**config.mk**
```make
export PLATFORM = sky130hd
export DESIGN_NAME = cosine_similarity_engine
export DESIGN_NICKNAME = d
export VERILOG_FILES = /design/src/rtl/core/cse_pkg.sv /design/src/rtl/core/cosine_similarity_engine.sv /design/src/rtl/core/cse_datapath.sv /design/src/rtl/core/cse_ctrl.sv
export VERILOG_INCLUDE_DIRS = /design/src /design/src/rtl/core
export SDC_FILE = /design/constraint.sdc
export NUM_CORES = 2
export LEC_CHECK = 0
export BUFFER_PORTS_ARGS = -buffer_cell sky130_fd_sc_hd__buf_2
export CAP_MARGIN = 15
export CORE_ASPECT_RATIO = 1.1
export CORE_MARGIN = 2
export CORE_UTILIZATION = 40
export DETAILED_ROUTE_END_ITERATION = 6
export PLACE_DENSITY = 0.55
export SLEW_MARGIN = 25
export SYNTH_ARGS = -nofsm -noshare
export SYNTH_HDL_FRONTEND = slang
export SYNTH_SLANG_ARGS = --single-unit
```
**constraint.sdc**
```tcl
create_clock -name clock -period 8.3 [get_ports clock]
set_input_delay 1.66 -clock clock [delete_from_list [all_inputs] [get_ports clock]]
set_output_delay 1.66 -clock clock [all_outputs]
set_load 0.1 [all_outputs]
```
**src/rtl/core/cosine_similarity_engine_defines.svh**
```systemverilog
// assertion macros shared by the cosine similarity engine modules
// no dependencies; included by files that carry concurrent assertions
`ifndef COSINE_SIMILARITY_ENGINE_DEFINES_SVH
`define COSINE_SIMILARITY_ENGINE_DEFINES_SVH

// same-cycle implication
`define CSE_ASSERT_IMPL(name, clk, rst, ante, cons) \
   name: assert property (@(posedge clk) disable iff (rst) (ante) |-> (cons)) \
      else $error("cse assertion failed");

// next-cycle implication
`define CSE_ASSERT_NEXT(name, clk, rst, ante, cons) \
   name: assert property (@(posedge clk) disable iff (rst) (ante) |=> (cons)) \
      else $error("cse assertion failed");

`endif

```
**src/rtl/core/cse_pkg.sv**
```systemverilog
// cse_pkg: widths, constants and transfer/command types of the cosine similarity engine
// no dependencies
package cse_pkg;

   localparam int ELEM_W      = 16;
   localparam int FRAC_W      = 15;
   localparam int LEN_LOG     = 10;
   localparam int PP_W        = 2 * ELEM_W;
   localparam int SQ_W        = PP_W - 1;
   localparam int ACC_W       = PP_W + LEN_LOG;
   localparam int PROD_W      = 2 * ACC_W;
   localparam int ROOT_W      = ACC_W;
   localparam int REM_W       = ROOT_W + 3;
   localparam int NUM_W       = ACC_W + FRAC_W;
   localparam int MUL_STEPS   = ACC_W;
   localparam int SQRT_STEPS  = ROOT_W;
   localparam int DIV_STEPS   = NUM_W;
   localparam int CNT_W       = $clog2(DIV_STEPS);

   localparam logic [ELEM_W-1:0] SIM_MAX   = {1'b0, {(ELEM_W-1){1'b1}}};
   localparam logic [ELEM_W-1:0] SIM_MIN   = {1'b1, {(ELEM_W-1){1'b0}}};
   localparam logic [NUM_W-1:0]  POS_LIMIT = NUM_W'(SIM_MAX);
   localparam logic [NUM_W-1:0]  NEG_LIMIT = NUM_W'(SIM_MIN);

   typedef struct packed {
      logic signed [ELEM_W-1:0] a_elem;
      logic signed [ELEM_W-1:0] b_elem;
      logic                     last_elem;
   } req_type;

   typedef struct packed {
      logic signed [ELEM_W-1:0] similarity;
      logic                     zero_norm;
   } rsp_type;

   typedef struct packed {
      logic acc_clear;
      logic mul_init;
      logic mul_step;
      logic sqrt_init;
      logic sqrt_step;
      logic div_init;
      logic div_step;
      logic load_rsp;
   } cmd_type;

   typedef struct packed {
      logic zero_norm;
   } status_type;

endpackage

```
**src/rtl/core/cosine_similarity_engine.sv**
```systemverilog
// cosine_similarity_engine: top level, joins the sequencer and the datapath
// depends on cse_pkg, cse_ctrl and cse_datapath
//
// Element pairs stream in at one transfer per cycle while a vector is accumulated.
// After the transfer marked last_elem the block takes no input through drain,
// setup, 42 shift-add multiply steps for norm_a*norm_b, 42 square root digits,
// 57 restoring divide steps and hand-off, all run through one sequencer; when
// either norm is zero, setup goes straight to the hand-off. The result sits
// in an output register, so the next vector streams in while it waits for rsp_ready.

module cosine_similarity_engine (
   input  logic              clock,
   input  logic              reset,
   input  logic              req_valid,
   output logic              req_ready,
   input  cse_pkg::req_type  req_data,
   output logic              rsp_valid,
   input  logic              rsp_ready,
   output cse_pkg::rsp_type  rsp_data
);

   cse_pkg::cmd_type    cmd;
   cse_pkg::status_type status;
   logic                req_fire;

   assign req_fire = req_valid && req_ready;

   cse_ctrl u_ctrl (
      .clock     (clock),
      .reset     (reset),
      .req_valid (req_valid),
      .req_last  (req_data.last_elem),
      .req_ready (req_ready),
      .rsp_valid (rsp_valid),
      .rsp_ready (rsp_ready),
      .status    (status),
      .cmd       (cmd)
   );

   cse_datapath u_datapath (
      .clock    (clock),
      .reset    (reset),
      .req_data (req_data),
      .req_fire (req_fire),
      .cmd      (cmd),
      .status   (status),
      .rsp_data (rsp_data)
   );

endmodule

```
**src/rtl/core/cse_datapath.sv**
```systemverilog
// cse_datapath: product stage, accumulators, shift-add multiplier, square root,
// restoring divider and result register; depends on cse_pkg and the defines header
`include "cosine_similarity_engine_defines.svh"

module cse_datapath (
   input  logic                 clock,
   input  logic                 reset,
   input  cse_pkg::req_type     req_data,
   input  logic                 req_fire,
   input  cse_pkg::cmd_type     cmd,
   output cse_pkg::status_type  status,
   output cse_pkg::rsp_type     rsp_data
);

   // product stage
   logic signed [cse_pkg::PP_W-1:0] p_dot_ff, p_dot_in;
   logic        [cse_pkg::SQ_W-1:0] p_a_ff, p_a_in;
   logic        [cse_pkg::SQ_W-1:0] p_b_ff, p_b_in;
   logic                            p_valid_ff, p_valid_in;
   logic signed [cse_pkg::PP_W-1:0] sq_a, sq_b;

   // accumulators
   logic [cse_pkg::ACC_W-1:0] dot_ff, dot_in;
   logic [cse_pkg::ACC_W-1:0] norm_a_ff, norm_a_in;
   logic [cse_pkg::ACC_W-1:0] norm_b_ff, norm_b_in;

   // multiplier and square root
   logic [cse_pkg::PROD_W-1:0] mcand_ff, mcand_in;
   logic [cse_pkg::ACC_W-1:0]  mplier_ff, mplier_in;
   logic [cse_pkg::PROD_W-1:0] prod_ff, prod_in;
   logic [cse_pkg::REM_W-1:0]  sq_rem_ff, sq_rem_in;
   logic [cse_pkg::ROOT_W-1:0] root_ff, root_in;
   logic [cse_pkg::REM_W-1:0]  sq_next, sq_trial, sq_diff;
   logic                       sq_ge;

   // divider
   logic [cse_pkg::NUM_W-1:0]  num_ff, num_in;
   logic [cse_pkg::ROOT_W-1:0] drem_ff, drem_in;
   logic                       neg_ff, neg_in;
   logic [cse_pkg::ROOT_W:0]   dv_next, dv_diff;
   logic                       dv_ge;
   logic [cse_pkg::ACC_W-1:0]  mag;

   // result
   cse_pkg::rsp_type           rsp_ff, rsp_in;
   logic [cse_pkg::ELEM_W-1:0] sim;

   always_comb begin
      sq_a       = req_data.a_elem * req_data.a_elem;
      sq_b       = req_data.b_elem * req_data.b_elem;
      p_dot_in   = req_data.a_elem * req_data.b_elem;
      p_a_in     = sq_a[cse_pkg::SQ_W-1:0];
      p_b_in     = sq_b[cse_pkg::SQ_W-1:0];
      p_valid_in = req_fire;
   end

   always_comb begin
      dot_in    = dot_ff;
      norm_a_in = norm_a_ff;
      norm_b_in = norm_b_ff;
      if (cmd.acc_clear) begin
         dot_in    = '0;
         norm_a_in = '0;
         norm_b_in = '0;
      end else if (p_valid_ff) begin
         dot_in    = dot_ff + {{(cse_pkg::ACC_W-cse_pkg::PP_W){p_dot_ff[cse_pkg::PP_W-1]}},
                               p_dot_ff};
         norm_a_in = norm_a_ff + {{(cse_pkg::ACC_W-cse_pkg::SQ_W){1'b0}}, p_a_ff};
         norm_b_in = norm_b_ff + {{(cse_pkg::ACC_W-cse_pkg::SQ_W){1'b0}}, p_b_ff};
      end
   end

   assign status.zero_norm = (norm_a_ff == '0) || (norm_b_ff == '0);

   // one square root digit per step
   always_comb begin
      sq_next  = {sq_rem_ff[cse_pkg::REM_W-3:0], prod_ff[cse_pkg::PROD_W-1 -: 2]};
      sq_trial = {1'b0, root_ff, 2'b01};
      sq_ge    = sq_next >= sq_trial;
      sq_diff  = sq_next - sq_trial;
   end

   // one quotient bit per step
   always_comb begin
      dv_next = {drem_ff, num_ff[cse_pkg::NUM_W-1]};
      dv_ge   = dv_next >= {1'b0, root_ff};
      dv_diff = dv_next - {1'b0, root_ff};
      mag     = dot_ff[cse_pkg::ACC_W-1] ? (~dot_ff + 1'b1) : dot_ff;
   end

   always_comb begin
      mcand_in  = mcand_ff;
      mplier_in = mplier_ff;
      prod_in   = prod_ff;
      sq_rem_in = sq_rem_ff;
      root_in   = root_ff;
      num_in    = num_ff;
      drem_in   = drem_ff;
      neg_in    = neg_ff;
      if (cmd.mul_init) begin
         mcand_in  = {{(cse_pkg::PROD_W-cse_pkg::ACC_W){1'b0}}, norm_a_ff};
         mplier_in = norm_b_ff;
         prod_in   = '0;
      end else if (cmd.mul_step) begin
         mcand_in  = {mcand_ff[cse_pkg::PROD_W-2:0], 1'b0};
         mplier_in = {1'b0, mplier_ff[cse_pkg::ACC_W-1:1]};
         if (mplier_ff[0]) begin
            prod_in = prod_ff + mcand_ff;
         end
      end else if (cmd.sqrt_step) begin
         prod_in   = {prod_ff[cse_pkg::PROD_W-3:0], 2'b00};
         sq_rem_in = sq_ge ? sq_diff : sq_next;
         root_in   = {root_ff[cse_pkg::ROOT_W-2:0], sq_ge};
      end
      if (cmd.sqrt_init) begin
         sq_rem_in = '0;
         root_in   = '0;
      end
      if (cmd.div_init) begin
         num_in  = {mag, {cse_pkg::FRAC_W{1'b0}}};
         drem_in = '0;
         neg_in  = dot_ff[cse_pkg::ACC_W-1];
      end else if (cmd.div_step) begin
         num_in  = {num_ff[cse_pkg::NUM_W-2:0], dv_ge};
         drem_in = dv_ge ? dv_diff[cse_pkg::ROOT_W-1:0] : dv_next[cse_pkg::ROOT_W-1:0];
      end
   end

   // saturate the quotient into the result range
   always_comb begin
      if (neg_ff) begin
         if (num_ff > cse_pkg::NEG_LIMIT) begin
            sim = cse_pkg::SIM_MIN;
         end else begin
            sim = ~num_ff[cse_pkg::ELEM_W-1:0] + 1'b1;
         end
      end else begin
         if (num_ff > cse_pkg::POS_LIMIT) begin
            sim = cse_pkg::SIM_MAX;
         end else begin
            sim = num_ff[cse_pkg::ELEM_W-1:0];
         end
      end
      rsp_in = rsp_ff;
      if (cmd.load_rsp) begin
         rsp_in.similarity = status.zero_norm ? '0 : sim;
         rsp_in.zero_norm  = status.zero_norm;
      end
   end

   always_ff @(posedge clock) begin
      if (reset) begin
         p_valid_ff <= 1'b0;
         dot_ff     <= '0;
         norm_a_ff  <= '0;
         norm_b_ff  <= '0;
      end else begin
         p_valid_ff <= p_valid_in;
         dot_ff     <= dot_in;
         norm_a_ff  <= norm_a_in;
         norm_b_ff  <= norm_b_in;
      end
   end

   always_ff @(posedge clock) begin
      p_dot_ff  <= p_dot_in;
      p_a_ff    <= p_a_in;
      p_b_ff    <= p_b_in;
      mcand_ff  <= mcand_in;
      mplier_ff <= mplier_in;
      prod_ff   <= prod_in;
      sq_rem_ff <= sq_rem_in;
      root_ff   <= root_in;
      num_ff    <= num_in;
      drem_ff   <= drem_in;
      neg_ff    <= neg_in;
      rsp_ff    <= rsp_in;
   end

   assign rsp_data = rsp_ff;

   `CSE_ASSERT_NEXT(a_acc_cleared, clock, reset, cmd.acc_clear, dot_ff == '0 && norm_a_ff == '0 && norm_b_ff == '0)
   `CSE_ASSERT_NEXT(a_zero_norm_result, clock, reset, cmd.load_rsp && status.zero_norm, rsp_ff.similarity == '0 && rsp_ff.zero_norm)

endmodule

```
**src/rtl/core/cse_ctrl.sv**
```systemverilog
// cse_ctrl: sequencer for accumulate, multiply, square root, divide and hand-off
// depends on cse_pkg and the defines header
`include "cosine_similarity_engine_defines.svh"

module cse_ctrl (
   input  logic                clock,
   input  logic                reset,
   input  logic                req_valid,
   input  logic                req_last,
   output logic                req_ready,
   output logic                rsp_valid,
   input  logic                rsp_ready,
   input  cse_pkg::status_type status,
   output cse_pkg::cmd_type    cmd
);

   typedef enum logic [6:0] {
      S_ACC   = 7'b0000001,
      S_DRAIN = 7'b0000010,
      S_START = 7'b0000100,
      S_MUL   = 7'b0001000,
      S_SQRT  = 7'b0010000,
      S_DIV   = 7'b0100000,
      S_DONE  = 7'b1000000
   } state_type;

   state_type                 state_ff, state_in;
   logic [cse_pkg::CNT_W-1:0] cnt_ff, cnt_in;
   logic                      rsp_valid_ff, rsp_valid_in;

   always_comb begin
      state_in  = state_ff;
      cnt_in    = cnt_ff;
      cmd       = '0;
      req_ready = 1'b0;
      unique case (state_ff)
         S_ACC: begin
            req_ready = 1'b1;
            if (req_valid && req_last) begin
               state_in = S_DRAIN;
            end
         end
         S_DRAIN: begin
            state_in = S_START;
         end
         S_START: begin
            if (status.zero_norm) begin
               state_in = S_DONE;
            end else begin
               cmd.mul_init = 1'b1;
               cnt_in       = cse_pkg::CNT_W'(cse_pkg::MUL_STEPS - 1);
               state_in     = S_MUL;
            end
         end
         S_MUL: begin
            cmd.mul_step = 1'b1;
            if (cnt_ff == '0) begin
               cmd.sqrt_init = 1'b1;
               cnt_in        = cse_pkg::CNT_W'(cse_pkg::SQRT_STEPS - 1);
               state_in      = S_SQRT;
            end else begin
               cnt_in = cnt_ff - 1'b1;
            end
         end
         S_SQRT: begin
            cmd.sqrt_step = 1'b1;
            if (cnt_ff == '0) begin
               cmd.div_init = 1'b1;
               cnt_in       = cse_pkg::CNT_W'(cse_pkg::DIV_STEPS - 1);
               state_in     = S_DIV;
            end else begin
               cnt_in = cnt_ff - 1'b1;
            end
         end
         S_DIV: begin
            cmd.div_step = 1'b1;
            if (cnt_ff == '0) begin
               state_in = S_DONE;
            end else begin
               cnt_in = cnt_ff - 1'b1;
            end
         end
         S_DONE: begin
            if (!rsp_valid_ff || rsp_ready) begin
               cmd.load_rsp  = 1'b1;
               cmd.acc_clear = 1'b1;
               state_in      = S_ACC;
            end
         end
         default: begin
            state_in = S_ACC;
         end
      endcase
   end

   always_comb begin
      rsp_valid_in = rsp_valid_ff;
      if (cmd.load_rsp) begin
         rsp_valid_in = 1'b1;
      end else if (rsp_ready) begin
         rsp_valid_in = 1'b0;
      end
   end

   always_ff @(posedge clock) begin
      if (reset) begin
         state_ff     <= S_ACC;
         cnt_ff       <= '0;
         rsp_valid_ff <= 1'b0;
      end else begin
         state_ff     <= state_in;
         cnt_ff       <= cnt_in;
         rsp_valid_ff <= rsp_valid_in;
      end
   end

   assign rsp_valid = rsp_valid_ff;

   `CSE_ASSERT_NEXT(a_last_starts_drain, clock, reset, req_valid && req_ready && req_last, state_ff == S_DRAIN)
   `CSE_ASSERT_IMPL(a_load_into_free_slot, clock, reset, cmd.load_rsp, !rsp_valid_ff || rsp_ready)
   `CSE_ASSERT_IMPL(a_div_count_bound, clock, reset, state_ff == S_DIV, cnt_ff < cse_pkg::DIV_STEPS)

endmodule

```
==> run_results.csv <==
group,metric,value,unit
placed_design,gp_congestion,0.877,
synth,ys_async_sr_fraction,0,
cts,root_buffer,"clkbuf_16",
flow_run,max_cap_viol_count,0,
route,drtIter0Drc,2853,
floorplan,die_h,433,microns
sta,tightestPinTransition,1.05,ns
route,drt-wirelength-per-cell,17.2,microns
cts,cts_tree,"built",
placed_design,dp_cells,9941,
pwr,leakagePower,0.0342,uW
sta,grt_setup_unrepaired,"false",
cts,clock_path_buffers,3,
synth,synth_compound_area_frac,0.152,
global_route,grt_overflow,0,
route,postRouteAntennaNets,0,
finish,nFillCells,16700,
finish,multi_input_comb_area,0.0469,sq mm
synth,synth-main-ff-cell,"dfxtp_1",
floorplan,fp-row-count,157,
synth,ys_types,79,
finish,drive_gt1_frac,0.0524,
global_route,grt_max_degree,86,
sta,min_period_over_period,0.909,
route,vias,52600,
sta,setup_viol,0,
floorplan,start_util,0.402,
cts,hold_buffers,0,
synth,synth-edff-count,144,
synth,synth_adder_area_share,0.316,
sta,maxSlewViolCount,0,
synth,yosys.cell_count.top_type,"inv_1",
floorplan,coreArea,0.166,sq mm
setup_path,critPathMaxFanout,7,
setup_path,crit_required,8.91,ns
placed_design,place_area,0.0698,sq mm
finish,seqCellArea,0.0144,sq mm
cts,cts_buffers,78,
synth,synth_top_family_by_area,"adder cells",
cts,clk-insertion-delay-late,0.69,ns
synth,syn-num-nets,9149,
synth,muxShareOfSynthArea,0.0230,
synth,synth_top_area_frac,0.217,
global_route,use_met2,0.362,
synth,yosys.area_share.simple,0.154,
synth,yosys.area_share.xor_xnor,0.0546,
sta,fin_skew,0.0297,ns
synth,yosysSeqAreaShare,0.215,
finish,final_cell_count_no_fill,10100,
global_route,busiest_layer,"met2",
synth,synth_area_leaders,"fa_1 22%, dfxtp_1 15%, ha_1 9.9%",
setup_path,cp_common_cell,"fa_1",
floorplan,dieWidth,394,microns
synth,netlist_area,0.0668,sq mm
sta,finalHoldViolCount,0,
synth,synth_top_area_cell,"fa_1",
cts,cts_resized,0,
cts,cts_setup_buffers,0,
setup_path,path_buf_inv,5,
pwr,power,30300,uW
setup_path,slowest_stage,"fa_1",
setup_path,cpPeakStageDelay,0.56,ns
synth,synth.avg_cell_area,8.50,sq um
floorplan,pin_count,56,
setup_path,worstSetupEndpointType,"register",
cts,path_clk_slew,0.06,ns
synth,ys_seq_elements,645,
finish,area_growth,8.79,%
global_route,grt_pass1_wl,283,mm
sta,slew_headroom,0.295,
pwr,power_density,417,mW/mm^2
setup_path,start_kind,"input port",
synth,synth_common_cells,"1153 x inv_1, 1033 x nand2_1, 725 x fa_1",
route,wl,174,mm
placed_design,io_buffer_count,55,
status,violations,"DRC",
setup_path,crit_arrival,8.16,ns
finish,design_area,0.0727,sq mm
setup_path,path_cells,"buf_2, and2_1, fa_1, inv_1, fa_1, fa_1, fa_1, inv_1, fa_1, inv_1, fa_1, inv_1, ha_1, a21o_1, a21oi_1, nor4b_1, o211ai_1, a41o_1, a211o_1, a21o_1, a21o_1, a211o_1, a21oi_1, xnor2_1",
floorplan,die_area,0.170,sq mm
route,drc,1,
route,firstDrtPassIters,7,
placed_design,place_hpwl,135,mm
worst_hold_path,hold_class,"register to register",
global_route,grt_use_met1,0.262,
global_route,grt_usage,0.203,
setup_path,crit_family,"adder cells",
sta,setup_tns,0,ns
cts,htreeDepth,3,
finish,postLayoutCoreUtil,0.437,
global_route,grtUsageMet3,0.0229,
sta,fin_crit,7.54,ns
synth,synth_cells,7858,
finish,fin_nets,9088,
route,viasPerCell,5.22,
cts,clock_sinks,645,
status,status,"complete, but fails checks",
global_route,antenna_found_initial,8,
synth,yosys_warnings,0,
setup_path,path_class,"input port to register",
sta,fmaxAchievable,133,MHz
global_route,first_global_vias,53600,
pwr,peakVddDrop,0.000534,V
cells by family (layout without fill, tap and decap cells):
group,after synthesis,count (layout)
other cells,0,2
xor+xnor,416,416
compound gates,1603,1603
mux,153,153
simple gates,2278,2278
buf+inv,1509,1513
fa+ha+maj,1254,1254
flops,645,645
worst paths after layout:
kind                           from                endpoint  slack, ns  depth (start not counted)
max                     req_data[2]   u_datapath.p_b_ff[30]       0.76                         24
min          u_datapath.root_ff[41]  u_datapath.root_ff[41]       0.46                          2
max reg2reg   u_datapath.root_ff[7]   u_datapath.drem_ff[4]       3.01                         14
min reg2reg  u_datapath.root_ff[41]  u_datapath.root_ff[41]       0.46                          2
sequential cells by signal (all words and copies together), names as in the netlist, 7 cells and up:
| signal | count |
|---|---|
| u_datapath.drem_ff | 42 |
| u_datapath.p_b_ff | 30 |
| u_datapath.mcand_ff | 84 |
| u_datapath.rsp_data | 17 |
| u_datapath.root_ff | 42 |
| u_datapath.norm_a_ff | 42 |
| u_datapath.mplier_ff | 42 |
| u_datapath.p_dot_ff | 32 |
| u_datapath.norm_b_ff | 42 |
| u_datapath.p_a_ff | 30 |
| u_ctrl.state_ff | 7 |
| u_datapath.prod_ff | 84 |
| u_datapath.num_ff | 57 |
| u_datapath.sq_rem_ff | 43 |
| u_datapath.dot_ff | 42 |
through the flow:
step / hold slack, ns / setup slack (ns)
after floorplan: 0.432 / 0.112
after global placement: 0.447 / 0.101
after detailed placement: 0.448 / 0.0686
after CTS: 0.456 / 0.815
after global routing: 0.478 / 0.392
final: 0.458 / 0.757
cell usage in the layout, fill, tap and decap left out, types with 177 or more instances in the layout:
cell / instances
a21o_1: 226
a21oi_1: 531
and2_1: 177
dfxtp_1: 500
fa_1: 725
ha_1: 529
inv_1: 1153
nand2_1: 1032
nor2_1: 518
o21ai_0: 314
xnor2_1: 254
layer usage:
| metal | share of wire | wire length (microns) |
|---|---|---|
| met1 | 0.45 | 78200 |
| met2 | 0.49 | 85600 |
| met5 | 0.000075 | 13 |
| met4 | 0.022 | 3860 |
| met3 | 0.036 | 6280 |
worst reg2reg max path: cells and delay by family (launching register included):
kind                       cells  cell delay [ns]
buffers and inverters          2             0.49
muxes                          1             0.23
adders and majority gates      1             0.35
AOI/OAI and AO/OA             10             3.74
DFF                            1             0.35
power by group:
part           total [uW]  internal (uW)  switching (uW)  leakage (uW)
logic               22200           9920           12300        0.0275
clock network        3760           2290            1470       0.00136
registers            4340           3980             362       0.00535
cell type report:
cell class              count  area share
multi-input cells        5704       0.645
flip-flops and latches    645       0.198
inverters                1160      0.0599
well taps                2226      0.0383
clock buffers             105      0.0307
repair buffers            208      0.0206
clock inverters            40     0.00778
diodes                      2   0.0000689
No activity file was read; power rests on OpenSTA's default activity.
